`config.mk`:
```
export PLATFORM = sky130hd
export DESIGN_NAME = ntpcal_cdiv
export DESIGN_NICKNAME = d
export VERILOG_FILES = /design/src/rtl/ntpcal_cdiv.sv
export SDC_FILE = /design/constraint.sdc
export NUM_CORES = 1
export LEC_CHECK = 0
export ABC_AREA = 0
export BUFFER_PORTS_ARGS = -buffer_cell sky130_fd_sc_hd__buf_2
export CORE_ASPECT_RATIO = 0.9
export CORE_MARGIN = 2
export CORE_UTILIZATION = 30
export DETAILED_ROUTE_END_ITERATION = 16
export PLACE_DENSITY = 0.46
export SETUP_SLACK_MARGIN = 0.15
export SLEW_MARGIN = 10
export SYNTH_ARGS = -nofsm -noshare
export SYNTH_HDL_FRONTEND = slang
export SYNTH_SLANG_ARGS = --single-unit
```
`constraint.sdc`:
```
create_clock -name i_clk -period 7.2 [get_ports i_clk]
set_input_delay 0.72 -clock i_clk [delete_from_list [all_inputs] [get_ports i_clk]]
set_output_delay 0.72 -clock i_clk [all_outputs]
set_load 0.01 [all_outputs]
```
`src/rtl/ntpcal_cdiv.sv`:
```
module ntpcal_cdiv #(
    parameter int unsigned XW = 33,
    parameter int unsigned D  = 675,
    parameter int unsigned SH = 7,
    parameter int unsigned QW = 16,
    parameter int unsigned RW = $clog2(D * (2 ** SH)),
    parameter type t_pay = logic
) (
    input  logic          i_clk,
    input  logic          i_rst_n,
    input  logic          i_en,
    input  logic          i_vld,
    input  logic [XW-1:0] i_x,
    input  t_pay          i_pay,
    output logic          o_vld,
    output logic [QW-1:0] o_q,
    output logic [RW-1:0] o_r,
    output t_pay          o_pay
);
    // Divide by (D << SH): shift out the power of two, then multiply by a
    // rounded-up reciprocal of the odd part, exact for every XW-bit input.
    localparam int unsigned XSW = XW - SH;
    localparam int unsigned K   = XSW + $clog2(D);
    localparam int unsigned MW  = XSW + 1;
    localparam int unsigned PW  = XSW + MW;
    localparam logic [63:0] M   = ((64'd1 << K) + 64'(D) - 64'd1) / 64'(D);
    localparam logic [XW-1:0] DF = XW'(64'(D) << SH);

    logic [PW-1:0] w_prod;
    logic [QW-1:0] n_q1;
    logic [XW-1:0] n_rem;

    logic          r_vld1, r_vld2;
    logic [QW-1:0] r_q1, r_q2;
    logic [XW-1:0] r_x1;
    logic [RW-1:0] r_r2;
    t_pay          r_pay1, r_pay2;

    assign w_prod = PW'(i_x[XW-1:SH]) * PW'(M[MW-1:0]);
    assign n_q1   = QW'(w_prod >> K);
    assign n_rem  = r_x1 - XW'(r_q1) * DF;

    always_ff @(posedge i_clk) begin
        if (!i_rst_n) begin
            r_vld1 <= 1'b0;
            r_vld2 <= 1'b0;
        end else if (i_en) begin
            r_vld1 <= i_vld;
            r_vld2 <= r_vld1;
        end
    end

    always_ff @(posedge i_clk) begin
        if (i_en) begin
            r_q1   <= n_q1;
            r_x1   <= i_x;
            r_pay1 <= i_pay;
            r_q2   <= r_q1;
            r_r2   <= RW'(n_rem);
            r_pay2 <= r_pay1;
        end
    end

    assign o_vld = r_vld2;
    assign o_q   = r_q2;
    assign o_r   = r_r2;
    assign o_pay = r_pay2;
endmodule

```
# ---- Yosys cells after proc, flatten, opt, wreduce, memory -nomap -nowiden
# Cells that the tools add are included.
dict set report op_classes {
  n_mul 2
  add_sub_neg 1
}
# op n
set ops {}
lappend ops {{$mul 26x27->52 const B} 1}
lappend ops {{$sub 17x17->17} 1}
lappend ops {{$mul 16x10->10 const B} 1}
dict set report word_totals {
  in_bits 38
  output_inout_bits 35
  wordCells 11
  reg_bits 70
}

# ---- Longest topological paths before layout
dict set report depth {
  depth_word 2
  mapped_depth 25
  ltp_nobuf 25
}

# ---- Worst setup path before layout
# No wires, ideal clock.
dict set report synth_path {
  path_kind {input port to flip-flop}
  start {input i_x[12]}
  end {register r_q1[10] (data pin)}
  arrival_ns 6.206
  path_buffers 0
  setup_slack_ns 0.728
  required_ns 6.935
  path_stages 22
  setup_ns 0.265
  cell_sequence {fa_1 inv_1 fa_1 inv_1 ha_1 inv_1 fa_1 inv_1 fa_1 inv_1 fa_1 inv_1 fa_1 ha_1 nand2_1 o21bai_1 a2111o_1 a2111oi_4 a21oi_1 o21ai_2 a2111oi_0 or3_1}
}
dict set report synth_between {
  elab_chain_cells 1
}
# element line
set synth_rtl {}
lappend synth_rtl {{start: declaration} 13} ;# input logic [XW-1:0] i_x,
lappend synth_rtl {{$mul 26x27->52} 39} ;# assign w_prod = PW'(i_x[XW-1:SH]) * PW'(M[MW-1:0]);
lappend synth_rtl {{via w_prod[46]} 29} ;# logic [PW-1:0] w_prod;
lappend synth_rtl {{end signal: assignment} 55} ;# r_q1 <= n_q1;
lappend synth_rtl {{end: declaration} 34} ;# logic [QW-1:0] r_q1, r_q2;
# The timed path passes the listed nets, and every way through them passes these cells.
# A chain may end at the register's enable or synchronous reset.

# ---- Worst setup path after layout
dict set report layout_path {
  start {input i_x[17]}
  end {register r_q1[14] (data pin)}
}
# Same word-level chain as after synthesis.

==> summary.txt <==
Synth
  • Async SR Flop Fraction: 0%
  • Mapped Cells: 1201
  • Largest family of logic cells by synthesized area: adder cells
  • Synth Area in Adders: 60.9%
  • Top-area cell type share of the netlist area: 31.4%
  • Seq cells post-synth: 70
  • Sequential area share after synthesis: 16.1%
  • Synth Area in Compound Gates: 6.35%
  • Multiplexer area fraction after synthesis: 0.154%
  • Synth Area in Simple Gates: 2.99%
  • Xor and xnor fraction of the mapped netlist area: 2.77%
  • Syn Std Cell Area: 0.0130 sq mm
  • Syn avg cell area: 10.8 sq um
  • Main synth FF type: edfxtp_1
  • Top cell type by total area after synthesis: ha_1
  • Top cells by area, synth: ha_1, fa_1, edfxtp_1
  • Synthesis Warnings: 0
  • Syn_nets: 1755
  • Synth cell types: 51
  • Post-synth EDFFs: 68

Routing
  • Via/cell ratio: 4.33
  • Detailed Route Iter0 Violations: 347
  • Residual DRC: 0
  • Final WL: 32500 um
  • Post-DRT Antenna Nets: 0
  • Drt pass-1 iters: 5
  • WL per Instance: 17.4 um
  • Via count: 8074

Final layout
  • Most common cell after layout, fill and taps aside: inv_1
  • Register area: 0.00208 sq mm
  • Commonest non-fill, non-tap cells in the layout: inv_1, ha_1, fa_1, buf_2, edfxtp_1
  • Syn-to-layout area delta: 11.9%
  • Final cell count without fillers: 1864
  • Antenna Cells: 0
  • Net count, final: 1858
  • Multi-input logic area: 0.00949 sq mm
  • Fillcell total: 4322
  • Layout cell share with drive strength beyond 1: 9.24%

GRT
  • First-pass GRT wire length: 51900 um
  • Grt total ovfl: 0
  • Number of global-route vias before repair: 8961
  • Largest net degree at the start of global routing: 71
  • Initial antenna violation count: 0
  • GRT Overall Usage: 15.3%

Clocking
  • Post-CTS setup buffers: 0
  • TritonCTS buffer count: 9
  • Sink Count: 70
  • Worst-path clk slew: 60 ps
  • Root buffer cell: clkbuf_16
  • H-tree depth: 3
  • TritonCTS clock tree: done
  • Max Root-Sink Buffers: 2
  • Clk Latency, worst-skew pair: 330 ps

Die
  • I/O pins: 73
  • Core footprint: 0.0428 sq mm
  • Die W: 223 um
  • Row count: 72
  • Initial Util: 30.3%
  • Die area: 0.0449 sq mm
  • Die height: 201 um

Worst setup path
  • Critical Path Sink Type: flop
  • Critical Path AT: 6760 ps
  • Worst setup SP type: input port
  • Worst-path maximum fanout: 6
  • Setup CP Type: in -> reg
  • Reg2Reg Depth: 14
  • R2R Path End: o_r[16]
  • Critical path required time: 7290 ps
  • Reg2reg setup slack: 3470 ps
  • Worst Setup SP: i_x[17]
  • RR Startpoint: r_q1[1]

Timing
  • Skew final: 6.99 ps
  • Min cycle time layout: 6680 ps
  • Hold Violations, Final: 0
  • Max_slew headroom: 39.8%
  • Fmax: 0.150 GHz
  • # setup viols final: 0
  • Final WS setup: 522 ps
  • Crit share post-route: 92.7%
  • Setup_tns: 0 ps
  • RSZ-0062 raised after global routing: yes
  • Fin. max-slew vios: 0
  • Least-Margin Pin Slew: 903 ps

Placed design
  • Setup Slack @ Placement: 84.3 ps
  • Placed Cells incl. Taps: 1848
  • Placer Congestion: 0.913
  • Post-DP HPWL: 28800 um
  • Port bufs: 72

Flow run
  • Number of max-cap violations: 0

Min path
  • WHS Endpoint: o_r[0]
  • Min-Delay Startpoint: r_x1[0]
  • Worst hold-check path type: reg -> reg
  • Hold Path Stages: 0

Outcome
  • Status: finished, final reports clean
==> how the worst max path moves through the flow <==
stage | cells past startpoint | to | slack (ps)
CTS | 22 | r_q1[14] | 440
global placement | 22 | r_q1[14] | 180
detailed placement | 22 | r_q1[14] | 80
global route | 22 | r_q1[14] | 130
floorplan | 22 | r_q1[10] | 730
finish | 22 | r_q1[14] | 520
==> cell usage after synthesis (all sizes together) (3+ instances only) <==
library cell	instances
a2111oi	3
a211oi	5
a21o	18
a21oi	46
edfxtp	68
fa	191
ha	325
inv	373
nand2	24
nand2b	5
nand3	10
nand4	6
nor2	13
nor2b	7
nor3	3
o21a	5
o21ai	18
o21bai	9
o31ai	3
xnor2	28
xor2	13
==> flip-flops by register name, indices dropped and copies added, names as in the netlist <==
signal / count
r_q1: 16
r_pay1: 1
o_vld: 1
r_vld1: 1
o_r: 17
r_x1: 17
o_pay: 1
o_q: 16
==> worst max-delay path, cell delays in order <==
cell and delay (ps):
buf_2 200, ha_2 270, inv_1 90, fa_1 520
fa_1 440, fa_1 520, inv_1 60, fa_1 460
fa_1 520, inv_1 50, fa_1 470, inv_1 40
ha_1 260, a2111oi_2 370, o2111ai_1 220, a211oi_2 210
nand4_1 240, a211oi_4 420, nor2_4 110, a211oi_2 300
o21bai_2 90, xor2_1 140
==> repair_timing <==
| item | CTS | global route |
|---|---|---|
| setup endpoints to repair | 0 | 1 |
| resized for setup | 0 | 2 |
| hold buffers | 0 | 0 |
==> layout make-up <==
| cell class | count | share of cell area, % |
|---|---|---|
| clock inverters | 7 | 0.724 |
| well taps | 555 | 4.79 |
| multi-input cells | 758 | 65.4 |
| inverters | 373 | 9.65 |
| flip-flops and latches | 70 | 14.3 |
| clock buffers | 9 | 1.55 |
| repair buffers | 92 | 3.54 |
==> stage by stage <==
step / area, sq um / hold slack, ps / utilization [%]
2_1_floorplan: 13000 / 400 / -
3_3_place_gp: 14200 / 401 / 33.1
5_1_grt: 14500 / 425 / 33.9
4_1_cts: 14500 / 420 / 33.9
6_report: 14500 / 419 / 33.9
3_5_place_dp: 14200 / 405 / 33.1
==> routing by layer <==
metal | GRT usage, % | share of wire, % | wire (um) | vias up
met5 | 0 | 0 | 0 | -
met4 | 2.09 | 0.87 | 284 | 0
met3 | 1.72 | 3.0 | 977 | 16
met2 | 23.5 | 42 | 13700 | 104
met1 | 23.6 | 54 | 17500 | 3930
li1 | - | - | - | 4024
==> cell families after synthesis <==
family,count (synthesis)
adders and majority gates,516
buffers and inverters,373
AOI/OAI and AO/OA,122
and+or+nand+nor,77
muxes,2
DFF,70
xor gates and xnor gates,41
Power is not shown: default switching activity piles up to over one toggle a cycle in this logic, so the estimate is an artifact.
