File: config.mk
export PLATFORM = sky130hd
export DESIGN_NAME = ntpcal_civil
export DESIGN_NICKNAME = d
export VERILOG_FILES = /design/src/rtl/ntpcal_pkg.sv /design/src/rtl/ntpcal_cdiv.sv /design/src/rtl/ntpcal_civil.sv
export SDC_FILE = /design/constraint.sdc
export NUM_CORES = 1
export LEC_CHECK = 0
export BUFFER_PORTS_ARGS = -buffer_cell sky130_fd_sc_hd__clkbuf_2
export CORE_ASPECT_RATIO = 1.1
export CORE_MARGIN = 4
export CORE_UTILIZATION = 55
export CTS_CLUSTER_SIZE = 28
export DETAILED_ROUTE_END_ITERATION = 8
export HOLD_SLACK_MARGIN = 0.08
export PLACE_DENSITY_LB_ADDON = 0.08
export SYNTH_ARGS = -nofsm -noshare
export SYNTH_HDL_FRONTEND = slang
export SYNTH_HIERARCHICAL = 1
export SYNTH_SLANG_ARGS = --single-unit
File: constraint.sdc
create_clock -name i_clk -period 16.81 [get_ports i_clk]
set_clock_uncertainty 0.1 [all_clocks]
set_input_delay 0.8405 -clock i_clk [delete_from_list [all_inputs] [get_ports i_clk]]
set_output_delay 0.8405 -clock i_clk [all_outputs]
set_load 0.02 [all_outputs]
File: src/rtl/ntpcal_pkg.sv
package ntpcal_pkg;

    // Request beat: summary of one NTP reply
    typedef struct packed {
        logic [15:0] source_port;
        logic [15:0] packet_length;
        logic [7:0]  first_byte;
        logic [7:0]  stratum;
        logic [31:0] transmit_seconds;
    } t_req;

    // Result beat: local calendar time
    typedef struct packed {
        logic        time_valid;
        logic [11:0] year;
        logic [3:0]  month;
        logic [4:0]  day;
        logic [2:0]  weekday;
        logic [4:0]  hour;
        logic [5:0]  minute;
        logic [5:0]  second;
        logic        summer_time;
    } t_res;

    typedef logic signed [16:0] t_zone;

    typedef struct packed {
        logic [11:0] year;
        logic [3:0]  month;
        logic [4:0]  day;
        logic [2:0]  weekday;
    } t_date;

    localparam logic [15:0] PORT_NTP       = 16'd123;
    localparam logic [15:0] LEN_MIN        = 16'd48;
    localparam logic [2:0]  MODE_SERVER    = 3'd4;
    localparam logic [7:0]  STRATUM_MIN    = 8'd1;
    localparam logic [7:0]  STRATUM_MAX    = 8'd4;
    localparam logic [31:0] UNIX_DELTA     = 32'd2208988800;
    localparam logic [32:0] SEC_PER_DAY    = 33'd86400;
    localparam logic [32:0] SEC_PER_HOUR   = 33'd3600;
    localparam t_zone       ZONE_RESET     = 17'sd3600;
    localparam logic [3:0]  MONTH_MAR      = 4'd3;
    localparam logic [3:0]  MONTH_OCT      = 4'd10;
    localparam logic [4:0]  DAYS_LONG_MON  = 5'd31;
    localparam logic [2:0]  DAYS_PER_WEEK  = 3'd7;

    // First day of each month, counted from March 1 (index 0 is March)
    function automatic logic [8:0] month_start(input logic [3:0] mp);
        logic [8:0] v;
        unique case (mp)
            4'd0:    v = 9'd0;
            4'd1:    v = 9'd31;
            4'd2:    v = 9'd61;
            4'd3:    v = 9'd92;
            4'd4:    v = 9'd122;
            4'd5:    v = 9'd153;
            4'd6:    v = 9'd184;
            4'd7:    v = 9'd214;
            4'd8:    v = 9'd245;
            4'd9:    v = 9'd275;
            4'd10:   v = 9'd306;
            4'd11:   v = 9'd337;
            default: v = 9'd0;
        endcase
        return v;
    endfunction

endpackage

File: src/rtl/ntpcal_cdiv.sv
module ntpcal_cdiv #(
    parameter int unsigned XW = 33,
    parameter int unsigned D  = 675,
    parameter int unsigned SH = 7,
    parameter int unsigned QW = 16,
    parameter int unsigned RW = $clog2(D * (2 ** SH)),
    parameter type t_pay = logic
) (
    input  logic          i_clk,
    input  logic          i_rst_n,
    input  logic          i_en,
    input  logic          i_vld,
    input  logic [XW-1:0] i_x,
    input  t_pay          i_pay,
    output logic          o_vld,
    output logic [QW-1:0] o_q,
    output logic [RW-1:0] o_r,
    output t_pay          o_pay
);
    // Divide by (D << SH): shift out the power of two, then multiply by a
    // rounded-up reciprocal of the odd part, exact for every XW-bit input.
    localparam int unsigned XSW = XW - SH;
    localparam int unsigned K   = XSW + $clog2(D);
    localparam int unsigned MW  = XSW + 1;
    localparam int unsigned PW  = XSW + MW;
    localparam logic [63:0] M   = ((64'd1 << K) + 64'(D) - 64'd1) / 64'(D);
    localparam logic [XW-1:0] DF = XW'(64'(D) << SH);

    logic [PW-1:0] w_prod;
    logic [QW-1:0] n_q1;
    logic [XW-1:0] n_rem;

    logic          r_vld1, r_vld2;
    logic [QW-1:0] r_q1, r_q2;
    logic [XW-1:0] r_x1;
    logic [RW-1:0] r_r2;
    t_pay          r_pay1, r_pay2;

    assign w_prod = PW'(i_x[XW-1:SH]) * PW'(M[MW-1:0]);
    assign n_q1   = QW'(w_prod >> K);
    assign n_rem  = r_x1 - XW'(r_q1) * DF;

    always_ff @(posedge i_clk) begin
        if (!i_rst_n) begin
            r_vld1 <= 1'b0;
            r_vld2 <= 1'b0;
        end else if (i_en) begin
            r_vld1 <= i_vld;
            r_vld2 <= r_vld1;
        end
    end

    always_ff @(posedge i_clk) begin
        if (i_en) begin
            r_q1   <= n_q1;
            r_x1   <= i_x;
            r_pay1 <= i_pay;
            r_q2   <= r_q1;
            r_r2   <= RW'(n_rem);
            r_pay2 <= r_pay1;
        end
    end

    assign o_vld = r_vld2;
    assign o_q   = r_q2;
    assign o_r   = r_r2;
    assign o_pay = r_pay2;
endmodule

File: src/rtl/ntpcal_civil.sv
module ntpcal_civil #(
    parameter type t_pay = logic
) (
    input  logic              i_clk,
    input  logic              i_rst_n,
    input  logic              i_en,
    input  logic              i_vld,
    input  logic [15:0]       i_days,
    input  t_pay              i_pay,
    output logic              o_vld,
    output ntpcal_pkg::t_date o_date,
    output t_pay              o_pay
);
    import ntpcal_pkg::*;

    // i_days counts from 1969-12-31 (day one is 1970-01-01). Work in days
    // since 1968-03-01 so four-year cycles start on a leap March; skip the
    // missing 2100-02-29 by shifting later days up by one.
    localparam logic [15:0] BASE = 16'd670;
    localparam logic [15:0] GAP  = 16'd47542;

    typedef struct packed {
        t_pay pay;
        logic fix;
    } t_cyc;

    logic         r_vld1, r_fix1;
    logic [15:0]  r_fake1;
    t_pay         r_pay1;
    logic         n_fix1;

    logic         w_c_vld;
    logic [5:0]   w_c;
    logic [10:0]  w_r;
    t_cyc         w_c_pay;

    logic [1:0]   n_yoe2;
    logic [8:0]   n_doy2;
    logic [11:0]  n_year2;
    logic [10:0]  n_wsum2;
    logic         r_vld2;
    logic [8:0]   r_doy2;
    logic [11:0]  r_year2;
    logic [10:0]  r_wsum2;
    t_pay         r_pay2;

    logic [3:0]   n_mp3;
    logic [4:0]   n_dd3;
    logic [22:0]  w_prod3;
    logic         r_vld3;
    logic [3:0]   r_mp3;
    logic [4:0]   r_dd3;
    logic [7:0]   r_q3;
    logic [10:0]  r_wsum3;
    logic [11:0]  r_year3;
    t_pay         r_pay3;

    t_date        n_date4;
    logic         r_vld4;
    t_date        r_date4;
    t_pay         r_pay4;

    assign n_fix1 = (i_days >= GAP);

    always_ff @(posedge i_clk) begin
        if (i_en) begin
            r_fix1  <= n_fix1;
            r_fake1 <= i_days + BASE + 16'(n_fix1);
            r_pay1  <= i_pay;
        end
    end

    ntpcal_cdiv #(
        .XW(16), .D(1461), .SH(0), .QW(6), .t_pay(t_cyc)
    ) u_cyc (
        .i_clk  (i_clk),
        .i_rst_n(i_rst_n),
        .i_en   (i_en),
        .i_vld  (r_vld1),
        .i_x    (r_fake1),
        .i_pay  ('{pay: r_pay1, fix: r_fix1}),
        .o_vld  (w_c_vld),
        .o_q    (w_c),
        .o_r    (w_r),
        .o_pay  (w_c_pay)
    );

    // Year within the cycle and day of that March-based year
    always_comb begin
        priority if (w_r >= 11'd1095) n_yoe2 = 2'd3;
        else if (w_r >= 11'd730)      n_yoe2 = 2'd2;
        else if (w_r >= 11'd365)      n_yoe2 = 2'd1;
        else                          n_yoe2 = 2'd0;
        unique case (n_yoe2)
            2'd0: n_doy2 = 9'(w_r);
            2'd1: n_doy2 = 9'(w_r - 11'd365);
            2'd2: n_doy2 = 9'(w_r - 11'd730);
            2'd3: n_doy2 = 9'(w_r - 11'd1095);
        endcase
        n_year2 = 12'd1968 + 12'({w_c, 2'b00}) + 12'(n_yoe2);
        // 1461 is 5 mod 7 and 1968-03-01 fell on a Friday
        n_wsum2 = 11'(w_c) * 11'd5 + w_r + 11'd5 - 11'(w_c_pay.fix);
    end

    always_ff @(posedge i_clk) begin
        if (i_en) begin
            r_doy2  <= n_doy2;
            r_year2 <= n_year2;
            r_wsum2 <= n_wsum2;
            r_pay2  <= w_c_pay.pay;
        end
    end

    // Month by counting passed month starts; weekday quotient by reciprocal
    always_comb begin
        n_mp3 = 4'd0;
        for (int i = 1; i < 12; i++) begin
            n_mp3 = n_mp3 + 4'(r_doy2 >= month_start(4'(i)));
        end
        n_dd3 = 5'(r_doy2 - month_start(n_mp3) + 9'd1);
    end

    assign w_prod3 = 23'(r_wsum2) * 23'd2341;

    always_ff @(posedge i_clk) begin
        if (i_en) begin
            r_mp3   <= n_mp3;
            r_dd3   <= n_dd3;
            r_q3    <= 8'(w_prod3 >> 14);
            r_wsum3 <= r_wsum2;
            r_year3 <= r_year2;
            r_pay3  <= r_pay2;
        end
    end

    always_comb begin
        n_date4.weekday = 3'(r_wsum3 - 11'(r_q3) * 11'(DAYS_PER_WEEK));
        n_date4.day     = r_dd3;
        if (r_mp3 < 4'd10) begin
            n_date4.month = r_mp3 + 4'd3;
            n_date4.year  = r_year3;
        end else begin
            n_date4.month = r_mp3 - 4'd9;
            n_date4.year  = r_year3 + 12'd1;
        end
    end

    always_ff @(posedge i_clk) begin
        if (i_en) begin
            r_date4 <= n_date4;
            r_pay4  <= r_pay3;
        end
    end

    always_ff @(posedge i_clk) begin
        if (!i_rst_n) begin
            r_vld1 <= 1'b0;
            r_vld2 <= 1'b0;
            r_vld3 <= 1'b0;
            r_vld4 <= 1'b0;
        end else if (i_en) begin
            r_vld1 <= i_vld;
            r_vld2 <= w_c_vld;
            r_vld3 <= r_vld2;
            r_vld4 <= r_vld3;
        end
    end

    assign o_vld  = r_vld4;
    assign o_date = r_date4;
    assign o_pay  = r_pay4;
endmodule

After elaboration in Yosys (flattened, before gate mapping)
Memory sizes are Yosys's and may differ from the RTL's.
Cells that the tools add are included.
Widths: inputs -> output; s select.
- bits in registers: 153
- bits in latches: 0
- RAM bits: 0
- ROM bits: 144
- bits of input ports: 21
- output and inout port bits: 26
- logic and storage cells: 90
- memories: 1
- $add $sub $neg: 27
- multipliers: 5
- divide/modulo/power cells: 0
- $lt $le $gt $ge: 16
- equality and inequality tests: 3
- shifts and indexed selects: 0
- muxes and demuxes: 5
- bitwise operators: 0
- reductions and logical operators: 1
- memories (memory ; words ; bits a word ; rd ports ; clocked after Yosys merged registers in ; wr ports ; line ; source):
    (no name shown) ; 16 ; 9 ; 1 ; 0 ; 0 ; ntpcal_pkg.sv:51 ; unique case (mp)
- operators with widths (cell ; count):
    $ge 9x8->1 const B ; 4
    $pmux 9 s4 ; 1
    $mul 16x15->31 const B ; 1
    $add 4x1->4 ; 7
    $ge 9x9->1 const B ; 3
    $mul 11x12->22 const B ; 1
    $ge 9x7->1 const B ; 2
    $add 16x1->16 ; 1
    $add 16x10->16 const B ; 1
    $ge 16x16->1 const B ; 1
    $mux 16 ; 1
    $add 11x8->12 const A ; 1
    $add 12x1->12 const B ; 1
    $add 12x2->12 ; 1
    $add 11x3->11 const B ; 1
    $add 9x11->11 ; 1
    $ge 11x10->1 const B ; 1
    $ge 11x11->1 const B ; 1
    $ge 11x9->1 const B ; 1
    $mul 6x11->11 const B ; 1
    $sub 11x1->11 ; 1
    $sub 11x11->11 ; 1
    $ge 9x5->1 const B ; 1
    $ge 9x6->1 const B ; 1
    other kinds (19) ; 21

Logic depth before layout (Yosys ltp)
An unclocked memory read counts as a cell.
- depth after elaboration: 14
- depth in mapped cells: 22
- gate-level depth less buffers: 21

Cells and area by module
Netlist, hierarchy kept.
- modules (own cells, without submodules) (module ; times used ; cells an instance ; area each (um^2) ; seq. area each (um^2)):
    ntpcal_civil ; 1 ; 629 ; 7374.6 ; 3143.0
    ntpcal_cdiv ; 1 ; 647 ; 7039.3 ; 1181.1

Least setup slack after synthesis
Ideal clock, no wire load.
- path type: flip-flop to flip-flop
- start point: register r_doy2[7]
- end point: register r_dd3[4] (data pin)
- setup time: 0.261 ns
- arrival: 5.452 ns
- data required time: 16.449 ns
- setup slack: 10.997 ns
- cell stages (with the launch flop): 22
- path buffers: 1
- period minus slack after synthesis: 5.813 ns
- cells stage by stage: edfxtp_1 clkbuf_1 or4_1 a31oi_1 fa_1 fa_1 fa_1 inv_1 fa_1 inv_1 fa_1 ha_1 nand2_1 nor2_1 a21oi_1 o221ai_1 ha_1 ha_1 a21o_1 a21oi_1 xnor2_1 xnor2_1
- cells in the longest elaborated chain, start to end: 14
- elaborated cells on any way between the ends: 24
- those cells by class: add/sub (12); order compare (11); memory (1)
- RTL lines (element ; line ; source):
    start: declaration ; ntpcal_civil.sv:42 ; logic [8:0] r_doy2;
    start signal: assignment ; ntpcal_civil.sv:107 ; r_doy2 <= n_doy2;
    $ge 9x5->1 or $ge 9x6->1 (tied branches) ; ntpcal_civil.sv:118 ; n_mp3 = n_mp3 + 4'(r_doy2 >= month_start(4'(i)));
    $add 1x1->2 ; ntpcal_civil.sv:118 ;
    $add 2x1->3 ; ntpcal_civil.sv:118 ;
    $add 3x1->4 ; ntpcal_civil.sv:118 ;
    $add 4x1->4 (6 in series) ; ntpcal_civil.sv:118 ;
    $add 4x1->4 * ; ntpcal_civil.sv:118 ;
    $mem_v2 16x9 * ; - ;
    $sub 5x5->5 * ; ntpcal_civil.sv:120 ; n_dd3 = 5'(r_doy2 - month_start(n_mp3) + 9'd1);
    $add 5x1->5 * ; ntpcal_civil.sv:120 ;
    net n_dd3[4] ; ntpcal_civil.sv:48 ; logic [4:0] n_dd3;
    end signal: assignment ; ntpcal_civil.sv:128 ; r_dd3 <= n_dd3;
    end: declaration ; ntpcal_civil.sv:52 ; logic [4:0] r_dd3;
Mark *: on every way through the listed nets, which the timed path passes. The rest lies on a longest branch.
A chain may end at the register's enable or synchronous reset.

Worst setup path after layout
- start point: register r_doy2[6]
- end point: register r_dd3[4] (data pin)
The elaborated chain is that of the path after synthesis.

==> out/summary.log <==
qor: logic_synthesis.average_footprint_of_a_synthesized_cell 11.3 um2
qor: timing.worst-slew-pin-transition 0.819 ns
qor: route.drtIter0Drc 320
qor: timing.timing.final.hold_violations 0
qor: route.ant_nets 0
qor: layout.layout.filler_cells 2117
qor: logic_synthesis.synthTopCellsByArea edfxtp_1 (29%), ha_1 (22%), fa_1 (21%)
qor: logic_synthesis.synthesized_area_fraction_occupied_by_ao_oa_aoi_and_oai_cells 0.0742
qor: logic_synthesis.combinational_family_with_the_most_area_after_synthesis adder cells
qor: clock_network.ctsHtreeMaxLevel 4
qor: logic_synthesis.synth_largest_type_area_fraction 0.292
qor: placement.dp_hpwl 20700 um
qor: timing.finalMaxSlewViolations 0
qor: logic_synthesis.synth_fa_ha_area_frac 0.425
qor: logic_synthesis.synth-main-ff-cell edfxtp_1
qor: clock_network.worst_setup_hold_path_clk_slew 0.07 ns
qor: min_path.min_path_type reg -> reg
qor: logic_synthesis.post_synth_xor_area_fraction 0.0510
qor: floorplanning.design.portCount 47
qor: clock_network.hold_buffers 0
qor: logic_synthesis.ys.warnings.count 6
qor: route.drcViolationCount 0
qor: placement.io_buffers 46
qor: route.post_drt_via_cell_ratio 5.21
qor: clock_network.cts.path.max_buffers 2
qor: clock_network.clock_sinks 146
qor: layout.layout_commonest_cell inv_1
qor: logic_synthesis.synth.lib_cells_used.distinct 72
qor: logic_synthesis.synth.area.mux_share 0.00556
qor: layout.final_cell_mix inv_1 (290), ha_1 (251), fa_1 (149)
qor: grt.wire_length_of_the_first_global_routing_pass 43600 um
qor: layout.area.growth.synth_to_final 8.09%
qor: layout.drive_above_1_share 0.0701
qor: logic_synthesis.asyncSetResetFlopFracSynth 0
qor: route.drt-total-wl 25000 um
qor: grt.grt_antenna_before_repair 0
qor: logic_synthesis.synth.ff_latch_count 146
qor: timing.final_setup_viols 0
qor: route.drtPass1Iterations 4
qor: setup_path.biggest_fanout_along_the_worst_timing_path 11
qor: grt.globalRouteTotalUtil 0.189
qor: timing.grt_setup_unrepaired no
qor: grt.globalRoute.totalOverflow 0
qor: timing.final_min_period_over_clock_period 0.362
qor: logic_synthesis.synth_largest_area_cell edfxtp_1
qor: setup_path.critPathLaunchType register
qor: route.detail_route.wl_per_cell 14.8 um
qor: timing.final.min_clock_period 6.09 ns
qor: setup_path.cp.arrival 6.17 ns
qor: setup_path.data_required_time_at_the_worst_endpoint 16.89 ns
qor: clock_network.clk-insertion-delay-late 0.43 ns
qor: layout.design.final.nets 1749
qor: floorplanning.area_of_the_die 28900 um2
qor: grt.pin_count_of_the_biggest_net_entering_global_routing 87
qor: setup_path.critical_path_class reg -> reg
qor: logic_synthesis.combined_area_of_all_synthesized_cells 14400 um2
qor: floorplanning.fp-row-count 61
qor: timing.finalSetupTns 0 ns
qor: logic_synthesis.ys_seq_area_frac 0.300
qor: logic_synthesis.post_synthesis_share_of_cell_area_spent_on_and_or_nand_and_nor_gates 0.0634
qor: layout.antenna_cells_inserted 0
qor: timing.clock.fmax 0.164 GHz
qor: placement.gpl.final_weighted_congestion 0.853
qor: clock_network.cts_tree done
qor: clock_network.ctsResizeCount 0
qor: logic_synthesis.synth_edf_count 140
qor: floorplanning.chipWidth 162 um
qor: clock_network.postCtsSetupBuffers 0
qor: floorplanning.start_util 0.564
qor: grt.first_global_vias 9286
qor: run.drv_cap 0
qor: logic_synthesis.net_count_after_synthesis 1697
qor: logic_synthesis.synth_cells 1276
qor: clock_network.cts_buffer_count 17
qor: floorplanning.core_area 25600 um2
qor: clock_network.ctsRootBufferMaster clkbuf_16
qor: status.run_status finished, final reports clean
qor: setup_path.endpoint_kind register
qor: floorplanning.die_h 178 um
qor: timing.slew_headroom 0.454
qor: route.via_count 8787
==> synthesized netlist by cell type, types with 11 or more instances <==
| cell type | n |
|---|---|
| nor2b_1 | 15 |
| a21oi_1 | 31 |
| xnor2_1 | 63 |
| nor2_1 | 47 |
| xor2_1 | 21 |
| ha_1 | 251 |
| nor3_1 | 11 |
| a21o_1 | 14 |
| edfxtp_1 | 140 |
| fa_1 | 149 |
| o21ai_0 | 23 |
| a31oi_1 | 11 |
| nand3_1 | 21 |
| inv_1 | 290 |
| nand2_1 | 44 |
| o21a_1 | 11 |
==> flip-flops by register name (all words and copies together) (netlist names), 2 cells and up <==
name,cells
r_q3,3
r_year3,11
u_cyc/o_r,11
u_cyc/r_pay1,2
u_cyc/o_q,6
r_doy2,9
r_wsum2,11
o_date,24
u_cyc/r_x1,11
r_mp3,4
u_cyc/r_q1,6
r_dd3,5
r_year2,11
r_fake1,16
r_wsum3,3
u_cyc/o_pay,2
==> cells by family (layout without fill, tap and decap cells) <==
family | after synthesis | in the layout
compound gates | 153 | 153
xor+xnor | 84 | 84
fa+ha+maj | 400 | 400
buf+inv | 304 | 369
flops | 146 | 146
mux | 8 | 8
simple gates | 181 | 181
==> layout make-up <==
class	count	area, um2	area share
Multi-Input combinational cell	826	8920	0.573
Sequential cell	146	4320	0.278
Timing Repair Buffer	47	244	0.0157
Tap cell	346	433	0.0278
Clock inverter	14	139	0.00891
Inverter	290	1090	0.0699
Clock buffer	18	429	0.0275
==> stage by stage <==
step	std cells	utilization	hold WS (ns)	cell area, um2	setup slack (ns)
2_1_floorplan	1276	-	0.300	14400	11.00
3_3_place_gp	1655	0.587	0.300	15000	10.83
3_5_place_dp	1655	0.587	0.305	15000	10.70
4_1_cts	1687	0.609	0.313	15600	10.71
5_1_grt	1687	0.609	0.324	15600	10.31
6_report	1687	0.609	0.314	15600	10.72
==> layer usage <==
layer / up-vias / GRT usage / part of all wire
li1: 4379 / - / -
met1: 4275 / 0.222 / 0.42
met2: 108 / 0.358 / 0.54
met3: 25 / 0.0293 / 0.024
met4: 0 / 0.0472 / 0.013
met5: - / 0 / 0
==> final timing paths <==
| check | start | to | slack, ns | cells after the start |
|---|---|---|---|---|
| max reg2reg | r_doy2[6] | r_dd3[4] | 10.72 | 20 |
| min reg2reg | r_year2[9] | r_year3[9] | 0.31 | 0 |
| min | r_year2[9] | r_year3[9] | 0.31 | 0 |
| max | r_doy2[6] | r_dd3[4] | 10.72 | 20 |
==> worst max-delay path, cell delays in order, from the launching register on <==
cell and delay (ns):
edfxtp_1 0.52, or4_1 0.56, a31oi_1 0.22, fa_1 0.46, fa_1 0.52, fa_1 0.54
inv_1 0.05, fa_1 0.43, inv_1 0.08, fa_1 0.47, ha_1 0.21, nand2_1 0.07
nor2_1 0.04, a21oi_1 0.20, o221ai_1 0.18, ha_1 0.33, ha_1 0.30, a21o_1 0.16
a21oi_1 0.16, xnor2_1 0.15, xnor2_1 0.08
Power is left out: the tool's default activity adds up to more than one toggle a clock period on the data nets, which glitch-free logic cannot reach.
